### src/rtl/scp_pkg.sv
// Shared constants, command codes and status struct of the swapchain cycle predictor.
package scp_pkg;

    localparam int TABLE_DEPTH_DEF = 6;
    localparam int ADDR_BITS_DEF   = 32;
    localparam int FRAME_BITS_DEF  = 64;

    localparam int NEED_W = 3;
    localparam int CYC_W  = 3;

    localparam logic [NEED_W-1:0] NEED_RESET = 3'd3;
    localparam logic [CYC_W-1:0]  CYC_MAX    = 3'd7;

    // Commands from the controller to the datapath
    typedef enum logic [3:0] {
        CMD_NONE,
        CMD_LOAD,
        CMD_SRCH_RD,
        CMD_NEXT,
        CMD_TRIM,
        CMD_MISS,
        CMD_UPD_SAME,
        CMD_UPD_WR,
        CMD_UPD_CAP,
        CMD_ADV_RD,
        CMD_ADV_CHK,
        CMD_OUT_RD,
        CMD_OUT
    } t_cmd;

    typedef struct packed {
        logic is_upd;
        logic idx_end;
        logic addr_hit;
        logic frame_hit;
        logic cyc_active;
        logic out_free;
    } t_dp_status;

endpackage

### src/rtl/scp_ctrl.sv
// Sequencing state machine of the swapchain cycle predictor.
module scp_ctrl (
    input  logic                i_clk,
    input  logic                i_rst_n,
    input  logic                i_in_tvalid,
    output logic                o_in_tready,
    input  scp_pkg::t_dp_status i_status,
    output scp_pkg::t_cmd       o_cmd
);

    typedef enum logic [7:0] {
        S_IDLE  = 8'b0000_0001,
        S_DISP  = 8'b0000_0010,
        S_SRCH  = 8'b0000_0100,
        S_CMP   = 8'b0000_1000,
        S_ADV   = 8'b0001_0000,
        S_CHK   = 8'b0010_0000,
        S_OUTRD = 8'b0100_0000,
        S_OUT   = 8'b1000_0000
    } t_state;

    t_state r_state;
    t_state n_state;

    assign o_in_tready = (r_state == S_IDLE);

    always_comb begin
        n_state = r_state;
        o_cmd   = scp_pkg::CMD_NONE;
        case (r_state)
            S_IDLE: begin
                if (i_in_tvalid) begin
                    o_cmd   = scp_pkg::CMD_LOAD;
                    n_state = S_DISP;
                end
            end
            S_DISP: begin
                // a predict on an established cycle walks the ring, otherwise scan the table
                if (!i_status.is_upd && i_status.cyc_active) begin
                    n_state = S_ADV;
                end else begin
                    n_state = S_SRCH;
                end
            end
            S_SRCH: begin
                if (i_status.idx_end) begin
                    o_cmd   = i_status.is_upd ? scp_pkg::CMD_UPD_CAP : scp_pkg::CMD_MISS;
                    n_state = S_OUTRD;
                end else begin
                    o_cmd   = scp_pkg::CMD_SRCH_RD;
                    n_state = S_CMP;
                end
            end
            S_CMP: begin
                if (!i_status.addr_hit) begin
                    o_cmd   = scp_pkg::CMD_NEXT;
                    n_state = S_SRCH;
                end else if (!i_status.is_upd) begin
                    o_cmd   = scp_pkg::CMD_TRIM;
                    n_state = S_OUTRD;
                end else if (i_status.frame_hit) begin
                    o_cmd   = scp_pkg::CMD_UPD_SAME;
                    n_state = S_OUTRD;
                end else begin
                    o_cmd   = scp_pkg::CMD_UPD_WR;
                    n_state = S_OUTRD;
                end
            end
            S_ADV: begin
                o_cmd   = scp_pkg::CMD_ADV_RD;
                n_state = S_CHK;
            end
            S_CHK: begin
                o_cmd   = scp_pkg::CMD_ADV_CHK;
                n_state = S_OUTRD;
            end
            S_OUTRD: begin
                o_cmd   = scp_pkg::CMD_OUT_RD;
                n_state = S_OUT;
            end
            S_OUT: begin
                // hold until the output register can take the item
                if (i_status.out_free) begin
                    o_cmd   = scp_pkg::CMD_OUT;
                    n_state = S_IDLE;
                end
            end
            default: begin
                n_state = S_IDLE;
            end
        endcase
    end

    always_ff @(posedge i_clk) begin
        if (!i_rst_n) begin
            r_state <= S_IDLE;
        end else begin
            r_state <= n_state;
        end
    end

endmodule

### src/rtl/scp_dpath.sv
// Datapath of the swapchain cycle predictor: sync table memories, cycle state, result register.
module scp_dpath #(
    parameter int TABLE_DEPTH = scp_pkg::TABLE_DEPTH_DEF,
    parameter int ADDR_BITS   = scp_pkg::ADDR_BITS_DEF,
    parameter int FRAME_BITS  = scp_pkg::FRAME_BITS_DEF
) (
    input  logic                      i_clk,
    input  logic                      i_rst_n,
    input  scp_pkg::t_cmd             i_cmd,
    output scp_pkg::t_dp_status       o_status,
    input  logic                      i_cfg_wr_en,
    input  logic [scp_pkg::NEED_W-1:0] i_cfg_wr_data,
    input  logic                      i_func,
    input  logic [ADDR_BITS-1:0]      i_sync_address,
    input  logic [FRAME_BITS-1:0]     i_frame_word,
    input  logic                      i_predicting_now,
    output logic                      o_out_valid,
    input  logic                      i_out_ready,
    output logic                      o_predict_valid,
    output logic [FRAME_BITS-1:0]     o_predicted_word,
    output logic                      o_show_valid,
    output logic [FRAME_BITS-1:0]     o_show_word
);

    localparam int IDX_W = (TABLE_DEPTH > 1) ? $clog2(TABLE_DEPTH) : 1;
    localparam int CNT_W = $clog2(TABLE_DEPTH + 1);
    localparam int SUM_W = CNT_W + 1;
    localparam int CYC_W = scp_pkg::CYC_W;

    // sync table, logical entry l lives at (base + l) mod depth
    logic [ADDR_BITS-1:0]  r_addr_mem  [TABLE_DEPTH];
    logic [FRAME_BITS-1:0] r_frame_mem [TABLE_DEPTH];

    logic [scp_pkg::NEED_W-1:0] r_need;
    logic                       r_func;
    logic [ADDR_BITS-1:0]       r_addr;
    logic [FRAME_BITS-1:0]      r_frame;
    logic                       r_pred;
    logic [ADDR_BITS-1:0]       r_rd_addr;
    logic [FRAME_BITS-1:0]      r_rd_frame;

    logic [CNT_W-1:0] r_count, n_count;
    logic [IDX_W-1:0] r_base,  n_base;
    logic [IDX_W-1:0] r_pos,   n_pos;
    logic             r_pos_none, n_pos_none;
    logic [CYC_W-1:0] r_cycles, n_cycles;
    logic [CNT_W-1:0] r_idx,   n_idx;
    logic             r_show,  n_show;
    logic             r_out_valid, n_out_valid;

    logic                  r_out_pv;
    logic [FRAME_BITS-1:0] r_out_pw;
    logic                  r_out_sv;
    logic [FRAME_BITS-1:0] r_out_sw;

    logic [CNT_W-1:0]      pos_ext;
    logic [CNT_W-1:0]      pos_inc;
    logic [CNT_W-1:0]      np;
    logic [CNT_W-1:0]      p_raw;
    logic [CNT_W-1:0]      p_sel;
    logic                  p_wrap;
    logic                  grow;
    logic                  pos_in;
    logic                  cyc_ge_need;
    logic                  restart;
    logic                  rd_en;
    logic [IDX_W-1:0]      rd_idx;
    logic                  aw_en;
    logic [IDX_W-1:0]      aw_idx;
    logic                  fw_en;
    logic [IDX_W-1:0]      fw_idx;
    logic [FRAME_BITS-1:0] fw_data;
    logic                  out_pv;
    logic                  out_sv;

    function automatic logic [IDX_W-1:0] f_phys(input logic [IDX_W-1:0] base,
                                                input logic [CNT_W-1:0] l);
        logic [SUM_W-1:0] s;
        s = SUM_W'(base) + SUM_W'(l);
        if (s >= SUM_W'(TABLE_DEPTH)) begin
            s = s - SUM_W'(TABLE_DEPTH);
        end
        return s[IDX_W-1:0];
    endfunction

    always_comb begin
        pos_ext     = CNT_W'(r_pos);
        pos_inc     = pos_ext + CNT_W'(1);
        pos_in      = !r_pos_none && (pos_ext < r_count);
        cyc_ge_need = (r_cycles >= CYC_W'(r_need));

        // step along the learned ring, wrapping at the end
        if (r_pos_none || (pos_inc >= r_count)) begin
            np = '0;
        end else begin
            np = pos_inc;
        end

        // slot for an unseen address: next position, grow, or wrap when full
        p_raw  = r_pos_none ? '0 : pos_inc;
        p_wrap = (p_raw >= r_count);
        grow   = p_wrap && (r_count < CNT_W'(TABLE_DEPTH));
        if (!p_wrap) begin
            p_sel = p_raw;
        end else if (grow) begin
            p_sel = r_count;
        end else begin
            p_sel = '0;
        end

        // an empty table reads as address zero
        restart = ((pos_in ? r_rd_addr : '0) != r_addr);
    end

    // table read and write control
    always_comb begin
        rd_en   = 1'b0;
        rd_idx  = f_phys(r_base, r_idx);
        aw_en   = 1'b0;
        aw_idx  = r_base;
        fw_en   = 1'b0;
        fw_idx  = r_base;
        fw_data = '0;
        case (i_cmd)
            scp_pkg::CMD_SRCH_RD: begin
                rd_en = 1'b1;
            end
            scp_pkg::CMD_ADV_RD: begin
                rd_en  = 1'b1;
                rd_idx = f_phys(r_base, np);
            end
            scp_pkg::CMD_OUT_RD: begin
                rd_en  = 1'b1;
                rd_idx = f_phys(r_base, pos_ext);
            end
            scp_pkg::CMD_MISS: begin
                aw_en  = 1'b1;
                aw_idx = f_phys(r_base, p_sel);
                fw_en  = grow;
                fw_idx = f_phys(r_base, r_count);
            end
            scp_pkg::CMD_ADV_CHK: begin
                // restart keeps the first slot's descriptor; a never-used slot reads as zero
                aw_en = restart;
                fw_en = restart && (r_count == '0);
            end
            scp_pkg::CMD_UPD_WR: begin
                fw_en   = 1'b1;
                fw_idx  = f_phys(r_base, r_idx);
                fw_data = r_frame;
            end
            default: begin
                rd_en = 1'b0;
            end
        endcase
    end

    always_comb begin
        n_count     = r_count;
        n_base      = r_base;
        n_pos       = r_pos;
        n_pos_none  = r_pos_none;
        n_cycles    = r_cycles;
        n_idx       = r_idx;
        n_show      = r_show;
        n_out_valid = r_out_valid && !i_out_ready;
        case (i_cmd)
            scp_pkg::CMD_LOAD: begin
                n_idx  = '0;
                n_show = 1'b1;
            end
            scp_pkg::CMD_NEXT: begin
                n_idx = r_idx + CNT_W'(1);
            end
            scp_pkg::CMD_TRIM: begin
                // drop the entries ahead of the repeated address
                n_base     = f_phys(r_base, r_idx);
                n_count    = r_count - r_idx;
                n_pos      = '0;
                n_pos_none = 1'b0;
                n_cycles   = CYC_W'(1);
            end
            scp_pkg::CMD_MISS: begin
                n_pos      = p_sel[IDX_W-1:0];
                n_pos_none = 1'b0;
                if (grow) begin
                    n_count = r_count + CNT_W'(1);
                end
            end
            scp_pkg::CMD_UPD_SAME: begin
                n_show = !r_pred;
            end
            scp_pkg::CMD_UPD_WR, scp_pkg::CMD_UPD_CAP: begin
                if (r_cycles > CYC_W'(1)) begin
                    n_cycles = CYC_W'(1);
                end
            end
            scp_pkg::CMD_ADV_RD: begin
                n_pos      = np[IDX_W-1:0];
                n_pos_none = 1'b0;
                if (!cyc_ge_need && (np == '0) && (r_cycles < scp_pkg::CYC_MAX)) begin
                    n_cycles = r_cycles + CYC_W'(1);
                end
            end
            scp_pkg::CMD_ADV_CHK: begin
                if (restart) begin
                    n_count  = CNT_W'(1);
                    n_pos    = '0;
                    n_cycles = '0;
                end
            end
            scp_pkg::CMD_OUT: begin
                n_out_valid = 1'b1;
            end
            default: begin
                n_idx = r_idx;
            end
        endcase
    end

    assign out_pv = !r_func && cyc_ge_need;
    assign out_sv = r_func && r_show;

    always_ff @(posedge i_clk) begin
        if (!i_rst_n) begin
            r_need      <= scp_pkg::NEED_RESET;
            r_count     <= '0;
            r_base      <= '0;
            r_pos       <= '0;
            r_pos_none  <= 1'b1;
            r_cycles    <= '0;
            r_idx       <= '0;
            r_show      <= 1'b0;
            r_out_valid <= 1'b0;
        end else begin
            if (i_cfg_wr_en) begin
                r_need <= i_cfg_wr_data;
            end
            r_count     <= n_count;
            r_base      <= n_base;
            r_pos       <= n_pos;
            r_pos_none  <= n_pos_none;
            r_cycles    <= n_cycles;
            r_idx       <= n_idx;
            r_show      <= n_show;
            r_out_valid <= n_out_valid;
        end
    end

    always_ff @(posedge i_clk) begin
        if (i_cmd == scp_pkg::CMD_LOAD) begin
            r_func  <= i_func;
            r_addr  <= i_sync_address;
            r_frame <= i_frame_word;
            r_pred  <= i_predicting_now;
        end
        if (i_cmd == scp_pkg::CMD_OUT) begin
            r_out_pv <= out_pv;
            r_out_pw <= (out_pv && pos_in) ? r_rd_frame : '0;
            r_out_sv <= out_sv;
            r_out_sw <= out_sv ? r_frame : '0;
        end
    end

    always_ff @(posedge i_clk) begin
        if (aw_en) begin
            r_addr_mem[aw_idx] <= r_addr;
        end
        if (fw_en) begin
            r_frame_mem[fw_idx] <= fw_data;
        end
        if (rd_en) begin
            r_rd_addr  <= r_addr_mem[rd_idx];
            r_rd_frame <= r_frame_mem[rd_idx];
        end
    end

    assign o_status.is_upd     = r_func;
    assign o_status.idx_end    = (r_idx >= r_count);
    assign o_status.addr_hit   = (r_rd_addr == r_addr);
    assign o_status.frame_hit  = (r_rd_frame == r_frame);
    assign o_status.cyc_active = cyc_ge_need || (r_cycles != '0);
    assign o_status.out_free   = !r_out_valid || i_out_ready;

    assign o_out_valid      = r_out_valid;
    assign o_predict_valid  = r_out_pv;
    assign o_predicted_word = r_out_pw;
    assign o_show_valid     = r_out_sv;
    assign o_show_word      = r_out_sw;

endmodule

### src/rtl/swapchain_cycle_predictor.sv
// Swapchain cycle predictor: learns the sync address order and predicts frame descriptors.
//
// Input stream (s_axis): tuser selects the item kind, 0 = predict request, 1 = rendered
// frame update. tdata carries the sync address, the frame descriptor and the
// predicting-now flag. Every item yields exactly one result item on m_axis carrying
// predict_valid/predicted_word (live for predict) and show_valid/show_word (live for
// update); the fields of the other kind read as zero.
// From input accept to result valid, a predict item on a learned cycle steps through
// S_DISP, S_ADV, S_CHK, S_OUTRD and S_OUT; any other item scans the table from S_DISP
// until a hit or the end, then goes through S_OUTRD and S_OUT. One item is in work at
// a time: the next item is taken only after the result moves to the output register.
// The sync table has a single read port; the scan reads each entry, then compares it.
// A finished result sits in the output register; the next item is accepted meanwhile,
// and only the hand-off of a following result waits while m_axis_tready is low.
// Reset (i_rst_n low, synchronous) empties the table, clears the cycle count and loads
// a threshold of three clean cycles. i_cfg_wr_en/i_cfg_wr_data write the threshold;
// write it only while no item is in work.
module swapchain_cycle_predictor #(
    parameter int TABLE_DEPTH = scp_pkg::TABLE_DEPTH_DEF,
    parameter int ADDR_BITS   = scp_pkg::ADDR_BITS_DEF,
    parameter int FRAME_BITS  = scp_pkg::FRAME_BITS_DEF
) (
    input  logic                       i_clk,
    input  logic                       i_rst_n,
    input  logic                       i_cfg_wr_en,
    input  logic [scp_pkg::NEED_W-1:0] i_cfg_wr_data,
    input  logic                       s_axis_tvalid,
    output logic                       s_axis_tready,
    // sync_address, frame_word, predicting_now (low to high), zero padded
    input  logic [((ADDR_BITS+FRAME_BITS+1+7)/8)*8-1:0] s_axis_tdata,
    // func
    input  logic                       s_axis_tuser,
    output logic                       m_axis_tvalid,
    input  logic                       m_axis_tready,
    // predict_valid, predicted_word, show_valid, show_word (low to high), zero padded
    output logic [((2*FRAME_BITS+2+7)/8)*8-1:0] m_axis_tdata
);

    localparam int OUT_W = ((2 * FRAME_BITS + 2 + 7) / 8) * 8;

    scp_pkg::t_cmd       cmd;
    scp_pkg::t_dp_status status;

    logic                  predict_valid;
    logic [FRAME_BITS-1:0] predicted_word;
    logic                  show_valid;
    logic [FRAME_BITS-1:0] show_word;

    scp_ctrl u_ctrl (
        .i_clk       (i_clk),
        .i_rst_n     (i_rst_n),
        .i_in_tvalid (s_axis_tvalid),
        .o_in_tready (s_axis_tready),
        .i_status    (status),
        .o_cmd       (cmd)
    );

    scp_dpath #(
        .TABLE_DEPTH (TABLE_DEPTH),
        .ADDR_BITS   (ADDR_BITS),
        .FRAME_BITS  (FRAME_BITS)
    ) u_dpath (
        .i_clk            (i_clk),
        .i_rst_n          (i_rst_n),
        .i_cmd            (cmd),
        .o_status         (status),
        .i_cfg_wr_en      (i_cfg_wr_en),
        .i_cfg_wr_data    (i_cfg_wr_data),
        .i_func           (s_axis_tuser),
        .i_sync_address   (s_axis_tdata[ADDR_BITS-1:0]),
        .i_frame_word     (s_axis_tdata[ADDR_BITS +: FRAME_BITS]),
        .i_predicting_now (s_axis_tdata[ADDR_BITS+FRAME_BITS]),
        .o_out_valid      (m_axis_tvalid),
        .i_out_ready      (m_axis_tready),
        .o_predict_valid  (predict_valid),
        .o_predicted_word (predicted_word),
        .o_show_valid     (show_valid),
        .o_show_word      (show_word)
    );

    assign m_axis_tdata = OUT_W'({show_word, show_valid, predicted_word, predict_valid});

endmodule

### config.mk
export PLATFORM = sky130hd
export DESIGN_NAME = swapchain_cycle_predictor
export DESIGN_NICKNAME = d
export VERILOG_FILES = /design/src/rtl/scp_pkg.sv /design/src/rtl/scp_ctrl.sv /design/src/rtl/scp_dpath.sv /design/src/rtl/swapchain_cycle_predictor.sv
export SDC_FILE = /design/constraint.sdc
export NUM_CORES = 1
export LEC_CHECK = 0
export BUFFER_PORTS_ARGS = -buffer_cell sky130_fd_sc_hd__buf_4
export CORE_ASPECT_RATIO = 1.75
export CORE_UTILIZATION = 55
export CTS_BUF_LIST = sky130_fd_sc_hd__clkbuf_2
export CTS_CLUSTER_DIAMETER = 200
export DETAILED_ROUTE_END_ITERATION = 8
export PLACE_DENSITY = 0.84
export RECOVER_POWER = 100
export SLEW_MARGIN = 20
export SYNTH_ARGS = -nofsm -noshare
export SYNTH_HDL_FRONTEND = slang
export SYNTH_SLANG_ARGS = --single-unit
### constraint.sdc
create_clock -name i_clk -period 16.9 [get_ports i_clk]
set_clock_uncertainty 0.2 [all_clocks]
set_input_delay 1.69 -clock i_clk [delete_from_list [all_inputs] [get_ports i_clk]]
set_output_delay 1.69 -clock i_clk [all_outputs]
set_load 0.01 [all_outputs]
# Word-level counts from Yosys, hierarchy flattened
# Memories as Yosys holds them, arrays and structs flattened. A register that Yosys moved wholly into a read port is not among the register bits.
# Index checks and enable logic that the tools add are counted.
# Widths: inputs -> output; s select.
[totals] regBits=257 latchBits=0 mem_bits_rw=576 romBits=0 elab_cells=157 memories=2
[op_classes] add_sub_neg=15 multipliers=0 n_div=0 n_lt_le_gt_ge=13 n_eq_ne=29 shifts=0 mux=46 bitwise=0 reduce_logical=34
[memory_table] memory="u_dpath.r_frame_mem" words=6 width=64 rd=1 rd_ports_with_merged_regs=1 write_ports=1 line="scp_dpath.sv:32" rtl="logic [FRAME_BITS-1:0] r_frame_mem [TABLE_DEPTH];"
[memory_table] memory="u_dpath.r_addr_mem" words=6 width=32 rd=1 rd_ports_with_merged_regs=1 write_ports=1 line="scp_dpath.sv:31" rtl="logic [ADDR_BITS-1:0] r_addr_mem [TABLE_DEPTH];"
[op_table] op="$eq 64x64->1" n=1
[op_table] op="$mux 64" n=1
[op_table] op="$pmux 8 s8" n=1
[op_table] op="$mux 3" n=15
[op_table] op="$eq 32x32->1" n=1
[op_table] op="$mux 32" n=1
[op_table] op="$ne 32x32->1" n=1
[op_table] op="$pmux 4 s7" n=1
[op_table] op="$pmux 3 s4" n=2
[op_table] op="$add 3x3->4" n=5
[op_table] op="$eq 4x4->1 const B" n=5
[op_table] op="$ge 4x3->1 const B" n=5
[op_table] op="$mux 4" n=5
[op_table] op="$pmux 3 s2" n=3
[op_table] op="$eq 4x3->1 const B" n=4
[op_table] op="$mux 8" n=2
[op_table] op="$sub 3x3->3 const B" n=5
[op_table] op="$mux 7" n=2
[op_table] op="$add 3x1->3 const B" n=4
[op_table] op="$ge 3x3->1" n=4
[op_table] op="$logic_and 1x1->1" n=10
[op_table] op="$pmux 3 s3" n=1
[op_table] op="$eq 4x2->1 const B" n=2
[op_table] op="$eq 8x1->1 const B" n=1
[op_table] op="other kinds (29)" n=55

# Longest topological paths before layout
# Gate-level depths: netlist (run 1).
[depth] ltp_word=10 depth_mapped=21 ltp_nobuf=18

# Modules after synthesis
# A second synthesis (run 1) with hierarchy kept.
[unflattened] hier_cells=2282 hier_area_um2=37353.3
[by_module_without_submodules] module="scp_dpath" instances=1 cells_each=2202 area_per_inst_um2=36698.9
[by_module_without_submodules] module="scp_ctrl" instances=1 cells_each=71 area_per_inst_um2=590.6
[by_module_without_submodules] module="swapchain_cycle_predictor" instances=1 cells_each=9 area_per_inst_um2=63.8

# Least setup slack after synthesis (run 1)
# Ideal clock, no wire load.
[synth_path] path_kind="input -> register" from="in m_axis_tready" to="mem u_dpath.r_frame_mem[4][0] (netlist bit), enable pin" setup_ns=0.578 arrival_time_ns=13.453 path_slack_ns=2.669 stages=7 path_buffers=0 cell_sequence="nor2b_1 -> nor2_1 -> a211oi_1 -> a2111oi_4 -> a311o_1 -> or3b_1 -> nor3b_1"
[synth_via] elab_chain_cells=7
[synth_lines] element="from (decl)" line="swapchain_cycle_predictor.sv:34" rtl="input logic m_axis_tready,"
[synth_lines] element="$logic_or 1x1->1 *" line="scp_dpath.sv:283" rtl="assign o_status.out_free = !r_out_valid || i_out_ready;"
[synth_lines] element="$mux 4 *" line="scp_ctrl.sv:83" rtl="if (i_status.out_free) begin"
[synth_lines] element="$pmux 4 s7 *" line="scp_ctrl.sv:30" rtl="case (r_state)"
[synth_lines] element="$eq 4x3->1 / $eq 4x4->1 (equally long branches)" line="scp_dpath.sv:124" rtl="case (i_cmd)"
[synth_lines] element="$pmux 1 s3" line="scp_dpath.sv:124"
[synth_lines] element="$mux 1" line="scp_dpath.sv:269" rtl="if (fw_en) begin"
[synth_lines] element="$mux 1 (implied by the code)" line="scp_dpath.sv:270" rtl="r_frame_mem[fw_idx] <= fw_data;"
[synth_lines] element="to (decl)" line="scp_dpath.sv:32"
# Mark *: on every way between the ends. The rest lies on a longest branch, timed or not.

# Final worst setup path (run 1)
[layout_path] from="reg u_dpath.r_addr[3]" to="reg u_dpath.r_rd_frame[44], read port of u_dpath.r_frame_mem (data pin)"
[layout_via] elab_chain_cells=6
[layout_lines] element="from (decl)" line="scp_dpath.sv:36" rtl="logic [ADDR_BITS-1:0] r_addr;"
[layout_lines] element="from (signal assigned)" line="scp_dpath.sv:253" rtl="r_addr <= i_sync_address;"
[layout_lines] element="$eq 32x32->1 *" line="scp_dpath.sv:280" rtl="assign o_status.addr_hit = (r_rd_addr == r_addr);"
[layout_lines] element="$mux 4 *" line="scp_ctrl.sv:55" rtl="if (!i_status.addr_hit) begin"
[layout_lines] element="$pmux 4 s7 *" line="scp_ctrl.sv:30"
[layout_lines] element="$eq 4x2->1 / $eq 4x4->1 (equally long branches)" line="scp_dpath.sv:124"
[layout_lines] element="$reduce_or 3->1 (no line)"
[layout_lines] element="$mux 1" line="scp_dpath.sv:124"
[layout_lines] element="to (decl)" line="scp_dpath.sv:40" rtl="logic [FRAME_BITS-1:0] r_rd_frame;"
# Marks and branches as above.
# A chain may end at the register's enable or synchronous reset.

==> flow_summary_export.csv, run 1 <==
group,metric,value,unit
run_status,status,"finished with violations",
run_status,violations,"max-capacitance violations, max-slew violations",
timing,period_share,0.624,
worst_setup_path,end_kind,"register",
route,vias,23201,
worst_setup_path,reg2reg_depth,11,
clock_network,path_clk_slew,130,ps
cells_and_area,drive_gt1_frac,0.156,
global_routing,grt_pass1_wl,138000,um
worst_setup_path,crit_fanout,129,
timing,setup_viol,0,
worst_setup_path,slowest_delay,2270,ps
cells_and_area,final_nets,2833,
clock_network,cts_tree,"done",
clock_network,cts_setup_buffers,0,
logic_synthesis,synth_cell_type_count,69,
placement,placed_cells,3377,
timing,final_max_slew_viol_count,830,
global_routing,track_usage,0.274,
timing,relSlewSlack,-2.28,
clock_network,root_buffer,"clkbuf_2",
worst_setup_path,path_cells,"nor2b_1, a2111oi_0, nand4_1, or2_1, or4_1, a41oi_1, clkbuf_1, nand2_8, buf_4, a211oi_1, a211oi_1",
logic_synthesis,async_reset_ff_frac,0,
worst_setup_path,startpoint_type,"register",
cells_and_area,syn_to_final_growth,9.95,%
placement,portBuffers,237,
power,power_frac_seq,0.643,
route,highest_layer,"met5",
logic_synthesis,ys_seq_area_frac,0.737,
route,wl_per_cell,25.4,um
power,p_leak,15.3,nW
timing,hold_violations,0,
placement,dp_hpwl,56000,um
clock_network,clockBufferDepth,3,
clock_network,cts_buffers,193,
logic_synthesis,synth_area_per_cell,15.8,um^2
logic_synthesis,synth_area,37400,um^2
power,internal-power,3.05,mW
timing,worst_slew_pin_slew,4920,ps
floorplanning,die_width,199,um
clock_network,clkLatencyLatePin,1480,ps
hold_path,hp-class,"input port to register",
route,route.antenna.remaining_nets,0,
global_routing,antenna_found_initial,8,
route,vias_per_cell,6.23,
logic_synthesis,yosys.area.top_type,"edfxtp_1",
global_routing,grt_overflow,0,
logic_synthesis,netlist_top_cells_area,"edfxtp_1 (72%), a211oi_1 (5.9%), and3_1 (5.4%), mux2i_1 (2.8%), xnor2_1 (1.7%)",
route,wl_met1,32200,um
route,drc,0,
cells_and_area,final_common_cell,"edfxtp_1",
power,clkPwrFrac,0.335,
clock_network,clock_sinks,929,
power,netSwitchingFraction,0.236,
worst_setup_path,cp_common_cell,"a211oi_1",
logic_synthesis,ys_ff_latch,929,
timing,rsz0062_at_grt,"false",
placement,gp_congestion,0.893,
clock_network,postCtsHoldBufs,1,
power,comb_power_share,0.023,
route,wl_met2,48900,um
worst_setup_path,reg2reg_slack,6350,ps
hold_path,whs_path_depth,1,
power,peakVddDrop,0.0830,mV
route,drt-total-wl,94800,um
job,maxCapViolCount,17,
timing,min_period,10550,ps
timing,timing.hold.ws,200,ps
worst_setup_path,cp.arrival,11490,ps
clock_network,cts_max_level,4,
global_routing,grt_max_degree,130,
power,switchingPower,0.945,mW
timing,clock.fmax,94.8,MHz
logic_synthesis,synth_ff_type,"edfxtp_1",
floorplanning,pin_count,251,
worst_setup_path,cp_slowest_cell,"a41oi_1",
floorplanning,fp.dieH,347,um
logic_synthesis,netlist_instances,2367,
floorplanning,initial_core_util,0.556,
worst_setup_path,cp.required,17840,ps
global_routing,grt_pass1_vias,23833,
timing,setup-tns-final,0,ps
cells_and_area,layout_common_cells,"edfxtp_1 (900), and3_1 (325), a211oi_1 (294), clkbuf_2 (271), clkbuf_1 (149)",
clock_network,cts_repair_resize_count,0,
floorplanning,die_area,69200,um^2
logic_synthesis,ys_warn_count,0,
route,firstDrtPassIters,5,
route,drtIter0Drc,2209,
route,met3_length,7920,um
power,power_density,97.2,nW/um^2
logic_synthesis,synth_edf_count,900,
worst_setup_path,crit_type,"register to register",
floorplanning,core-area,67300,um^2
logic_synthesis,synth_top_area_share,0.722,
floorplanning,rows,126,
cells_and_area,fin_cells,3727,
[worst paths after layout]
check	from	end
min reg2reg	u_dpath.r_pred	u_dpath.r_show
min	s_axis_tdata[72]	u_dpath.r_frame[40]
max reg2reg	u_dpath.r_addr[3]	u_dpath.r_rd_frame[44]
max	u_dpath.r_addr[3]	u_dpath.r_rd_frame[44]
[layer usage]
layer	vias up	global-route usage
met5	-	0
li1	10071	-
met3	295	0.0618
met4	6	0.186
met1	11444	0.294
met2	1385	0.475
[power by group through the flow]
stage                     clock, mW  combinational (mW)  sequential, mW
after floorplan                   0              0.0464            2.60
after global placement            0              0.0899            2.62
after detailed placement          0              0.0930            2.62
after CTS                      1.36              0.0939            2.57
after global routing           1.47              0.0957            2.57
final                          1.34              0.0908            2.57
[metrics by stage]
stage	setup slack (ps)	area [um^2]	util	power [mW]
after global routing	6040	41200	0.612	4.13
after CTS	9970	41800	0.621	4.02
after detailed placement	9960	40000	0.595	2.71
after global placement	10180	40000	0.595	2.71
after floorplan	2670	37500	-	2.65
final	6350	41200	0.612	4.00
[sequential cells by signal, summed over array words and instances (netlist names), 8 cells and up]
register and cells:
u_ctrl.r_state 8, u_dpath.o_predicted_word 64, u_dpath.o_show_word 64, u_dpath.r_addr 32
u_dpath.r_addr_mem 192, u_dpath.r_frame 64, u_dpath.r_frame_mem 384, u_dpath.r_rd_addr 32
u_dpath.r_rd_frame 64
[cell usage after synthesis, drive strengths merged, types with 16 or more instances]
| cell | instances |
|---|---|
| a211oi | 294 |
| a21oi | 21 |
| and2 | 72 |
| and3 | 325 |
| buf | 63 |
| clkbuf | 96 |
| dfxtp | 29 |
| edfxtp | 900 |
| ha | 37 |
| inv | 38 |
| mux2i | 104 |
| nand2 | 28 |
| nand2b | 28 |
| nand4 | 26 |
| nor2 | 42 |
| nor2b | 25 |
| nor3 | 17 |
| nor4 | 18 |
| o21ai | 16 |
| xnor2 | 72 |
[cell type report]
| cell class | instances | area [um^2] |
|---|---|---|
| Inverter | 38 | 143 |
| Timing Repair Buffer | 269 | 1460 |
| Sequential cell | 929 | 27600 |
| Clock buffer | 271 | 1360 |
| Fill cell | 4984 | 26200 |
| Antenna cell | 3 | 7.51 |
| Clock inverter | 75 | 417 |
| Multi-Input combinational cell | 1246 | 9050 |
| Tap cell | 896 | 1120 |
[logic make-up after synthesis]
| group | Yosys count | share of synthesized area |
|---|---|---|
| muxes | 106 | 0.0284 |
| buffers and inverters | 197 | 0.0225 |
| and+or+nand+nor | 614 | 0.0986 |
| xor gates and xnor gates | 78 | 0.0182 |
| DFF | 929 | 0.737 |
| AOI/OAI and AO/OA | 399 | 0.0793 |
| adders and majority gates | 43 | 0.0156 |
| other | 1 | 0.000100 |
[worst max-delay path, delay by kind of cell, from the launching register on]
family / cells / cell delay (ps)
and+or+nand+nor: 5 / 2480
AOI/OAI and AO/OA: 4 / 3820
DFF: 1 / 540
buffers and inverters: 2 / 3100
Note: power is estimated with default switching activity, not from simulation.
==> run 2: changes to the inputs <==
--- a/config.mk
+++ b/config.mk
@@ -11,7 +11,7 @@
 export CTS_BUF_LIST = sky130_fd_sc_hd__clkbuf_2
 export CTS_CLUSTER_DIAMETER = 200
 export DETAILED_ROUTE_END_ITERATION = 8
-export PLACE_DENSITY = 0.84
+export PLACE_DENSITY = 0.86
 export RECOVER_POWER = 100
 export SLEW_MARGIN = 20
 export SYNTH_ARGS = -nofsm -noshare
==> constraint.sdc (replaced) <==
create_clock -name i_clk -period 9.65 [get_ports i_clk]
set_clock_uncertainty 0.2 [all_clocks]
set_input_delay 0.965 -clock i_clk [delete_from_list [all_inputs] [get_ports i_clk]]
set_output_delay 0.965 -clock i_clk [all_outputs]
set_load 0.01 [all_outputs]
==> run 2 against run 1 <==
The flow still finishes with violations (max-capacitance violations, max-slew violations). Non-clock buffer count grew 209. Clock power grew 84%. Largest power group unchanged. Critical path type unchanged. Worst hold slack gained 24 ps. Routed wire length up 5.8%. Register-to-register slack worse by 4300 ps.
==> flow_summary_export.csv, run 2 (same netlist as run 1, synthesis figures left out) <==
group,metric,value,unit
worst_setup_path,cp_num_buf_inv,2,
timing,rsz0062_at_grt,"false",
clock_network,cts_max_level,4,
cells_and_area,layout_common_cells,"edfxtp_1 (900), and3_1 (325), a211oi_1 (294), clkbuf_2 (264), dlygate4sd3_1 (212)",
timing,period_share,0.792,
job,maxCapViolCount,18,
cells_and_area,largest_reg_flops,384,
clock_network,clockBufferDepth,3,
route,wl_met2,51700,um
route,drt-total-wl,100000,um
placement,dpl_cell_area,40000,um^2
floorplanning,pin_count,251,
global_routing,antenna_found_initial,2,
cells_and_area,final_nets,3043,
floorplanning,core-area,67300,um^2
route,vias,24433,
global_routing,grt_max_degree,100,
cells_and_area,syn_to_final_growth,15.9,%
worst_setup_path,r2r-end,"u_dpath.r_rd_frame[41]",
floorplanning,die_width,199,um
timing,worst_slew_pin_slew,3710,ps
cells_and_area,top_regs,"u_dpath.r_frame_mem: 384 flops, u_dpath.r_addr_mem: 192 flops",
power,power,7.21,mW
cells_and_area,final_common_cell,"edfxtp_1",
route,highest_layer,"met4",
power,p_leak,16.2,nW
worst_setup_path,crit_type,"register to register",
worst_setup_path,crit_fanout,99,
worst_setup_path,reg2reg_slack,2010,ps
worst_setup_path,reg2reg_depth,11,
worst_setup_path,cp_top_family,"buffers and inverters",
global_routing,grt_pass1_vias,25627,
clock_network,cts_setup_buffers,0,
global_routing,grt_pass1_wl,147000,um
route,met3_length,8450,um
run_status,status,"finished with violations",
floorplanning,die_area,69200,um^2
clock_network,cts_tree,"done",
timing,min_period,7640,ps
floorplanning,rows,126,
placement,dp_hpwl,55500,um
floorplanning,initial_core_util,0.556,
power,power_density,166,nW/um^2
timing,clock.fmax,131,MHz
placement,dp_slack,3460,ps
timing,final_max_slew_viol_count,991,
worst_setup_path,path_cells,"xnor2_1, o221ai_1, nor4_1, nand3_1, or4_1, a41oi_1, clkbuf_2, clkbuf_2, and3_1, a211oi_1, a211oi_1",
hold_path,whs_endpoint,"u_ctrl.r_state[0]",
cells_and_area,final_area,43400,um^2
worst_setup_path,cp.arrival,8650,ps
cells_and_area,drive_gt1_frac,0.143,
hold_path,hp-class,"input port to register",
cells_and_area,fin_cells,3947,
route,drtIter0Drc,2208,
timing,setup_viol,0,
clock_network,root_buffer,"clkbuf_2",
route,drc,0,
placement,portBuffers,237,
power,peakVddDrop,0.206,mV
cells_and_area,post-route-util,0.645,
worst_setup_path,slowest_delay,1540,ps
worst_setup_path,end_kind,"register",
cells_and_area,regMostFlops,"u_dpath.r_frame_mem",
timing,layout_setup_ws,2010,ps
global_routing,track_usage,0.292,
run_status,violations,"max-capacitance violations, max-slew violations",
placement,placed_cells,3375,
route,wl_per_cell,25.4,um
worst_setup_path,crit-reg2reg-launch,"u_dpath.r_addr[22]",
worst_setup_path,startpoint_type,"register",
hold_path,hp-start,"i_rst_n",
clock_network,clkLatencyLatePin,1510,ps
placement,gp_congestion,0.875,
clock_network,path_clk_slew,130,ps
worst_setup_path,cp_slowest_cell,"clkbuf_2",
clock_network,cts_buffers,194,
route,firstDrtPassIters,8,
route,route.antenna.remaining_nets,0,
timing,relSlewSlack,-1.47,
worst_setup_path,cp.required,10660,ps
hold_path,whs_path_depth,3,
global_routing,grt_overflow,0,
timing,hold_violations,0,
floorplanning,fp.dieH,347,um
clock_network,clock_sinks,929,
route,vias_per_cell,6.19,
route,wl_met1,32800,um
-- run 2: worst register-to-register path, stage by stage (launching register included) --
cell and delay [ps]:
edfxtp_1 560, xnor2_1 470, o221ai_1 220, nor4_1 630, nand3_1 360, or4_1 620
a41oi_1 540, clkbuf_2 1540, clkbuf_2 1520, and3_1 340, a211oi_1 70, a211oi_1 380
-- run 2: layout make-up --
cell class,instances,area [um^2]
flip-flops and latches,929,27600
fillers,4601,23900
multi-input cells,1246,9070
repair buffers,478,3560
clock buffers,260,1300
well taps,896,1120
clock inverters,98,599
inverters,38,143
diodes,2,5.00
-- run 2: routing by layer --
metal	GRT usage	vias to the layer above
met5	0	-
met4	0.229	0
met3	0.0623	377
met2	0.499	1647
met1	0.309	11914
li1	-	10495
-- run 2: timing repair --
action | in CTS | in global routing
hold buffers | 212 | 0
resized for setup | 0 | 0
endpoints found under the hold margin | 174 | 0
-- run 2: where the power goes --
part	total, mW	switching (mW)	internal (mW)
sequential	4.50	0.0679	4.43
combinational	0.235	0.117	0.119
clock	2.47	1.57	0.903
total	7.21	1.75	5.46
-- run 2: worst max path at each step --
stage	startpoint	endpoint	slack, ps	cells after the start
2_1_floorplan	m_axis_tready	u_dpath.r_frame_mem[2][0]	-1550	7
3_3_place_gp	u_dpath.pos_ext[0]	u_dpath.r_rd_frame[17]	3630	17
3_5_place_dp	u_dpath.pos_ext[0]	u_dpath.r_rd_frame[21]	3460	17
4_1_cts	u_dpath.pos_ext[0]	u_dpath.r_rd_frame[29]	3420	17
5_1_grt	u_ctrl.r_state[2]	u_dpath.r_frame_mem[4][8]	1820	9
6_report	u_dpath.r_addr[22]	u_dpath.r_rd_frame[41]	2010	11
-- run 2: metrics by stage --
step           TNS (ps)  hold WS, ps
6_report              0          223
5_1_grt               0          104
4_1_cts               0         10.5
3_5_place_dp          0          283
3_3_place_gp          0          287
2_1_floorplan   -447440          209
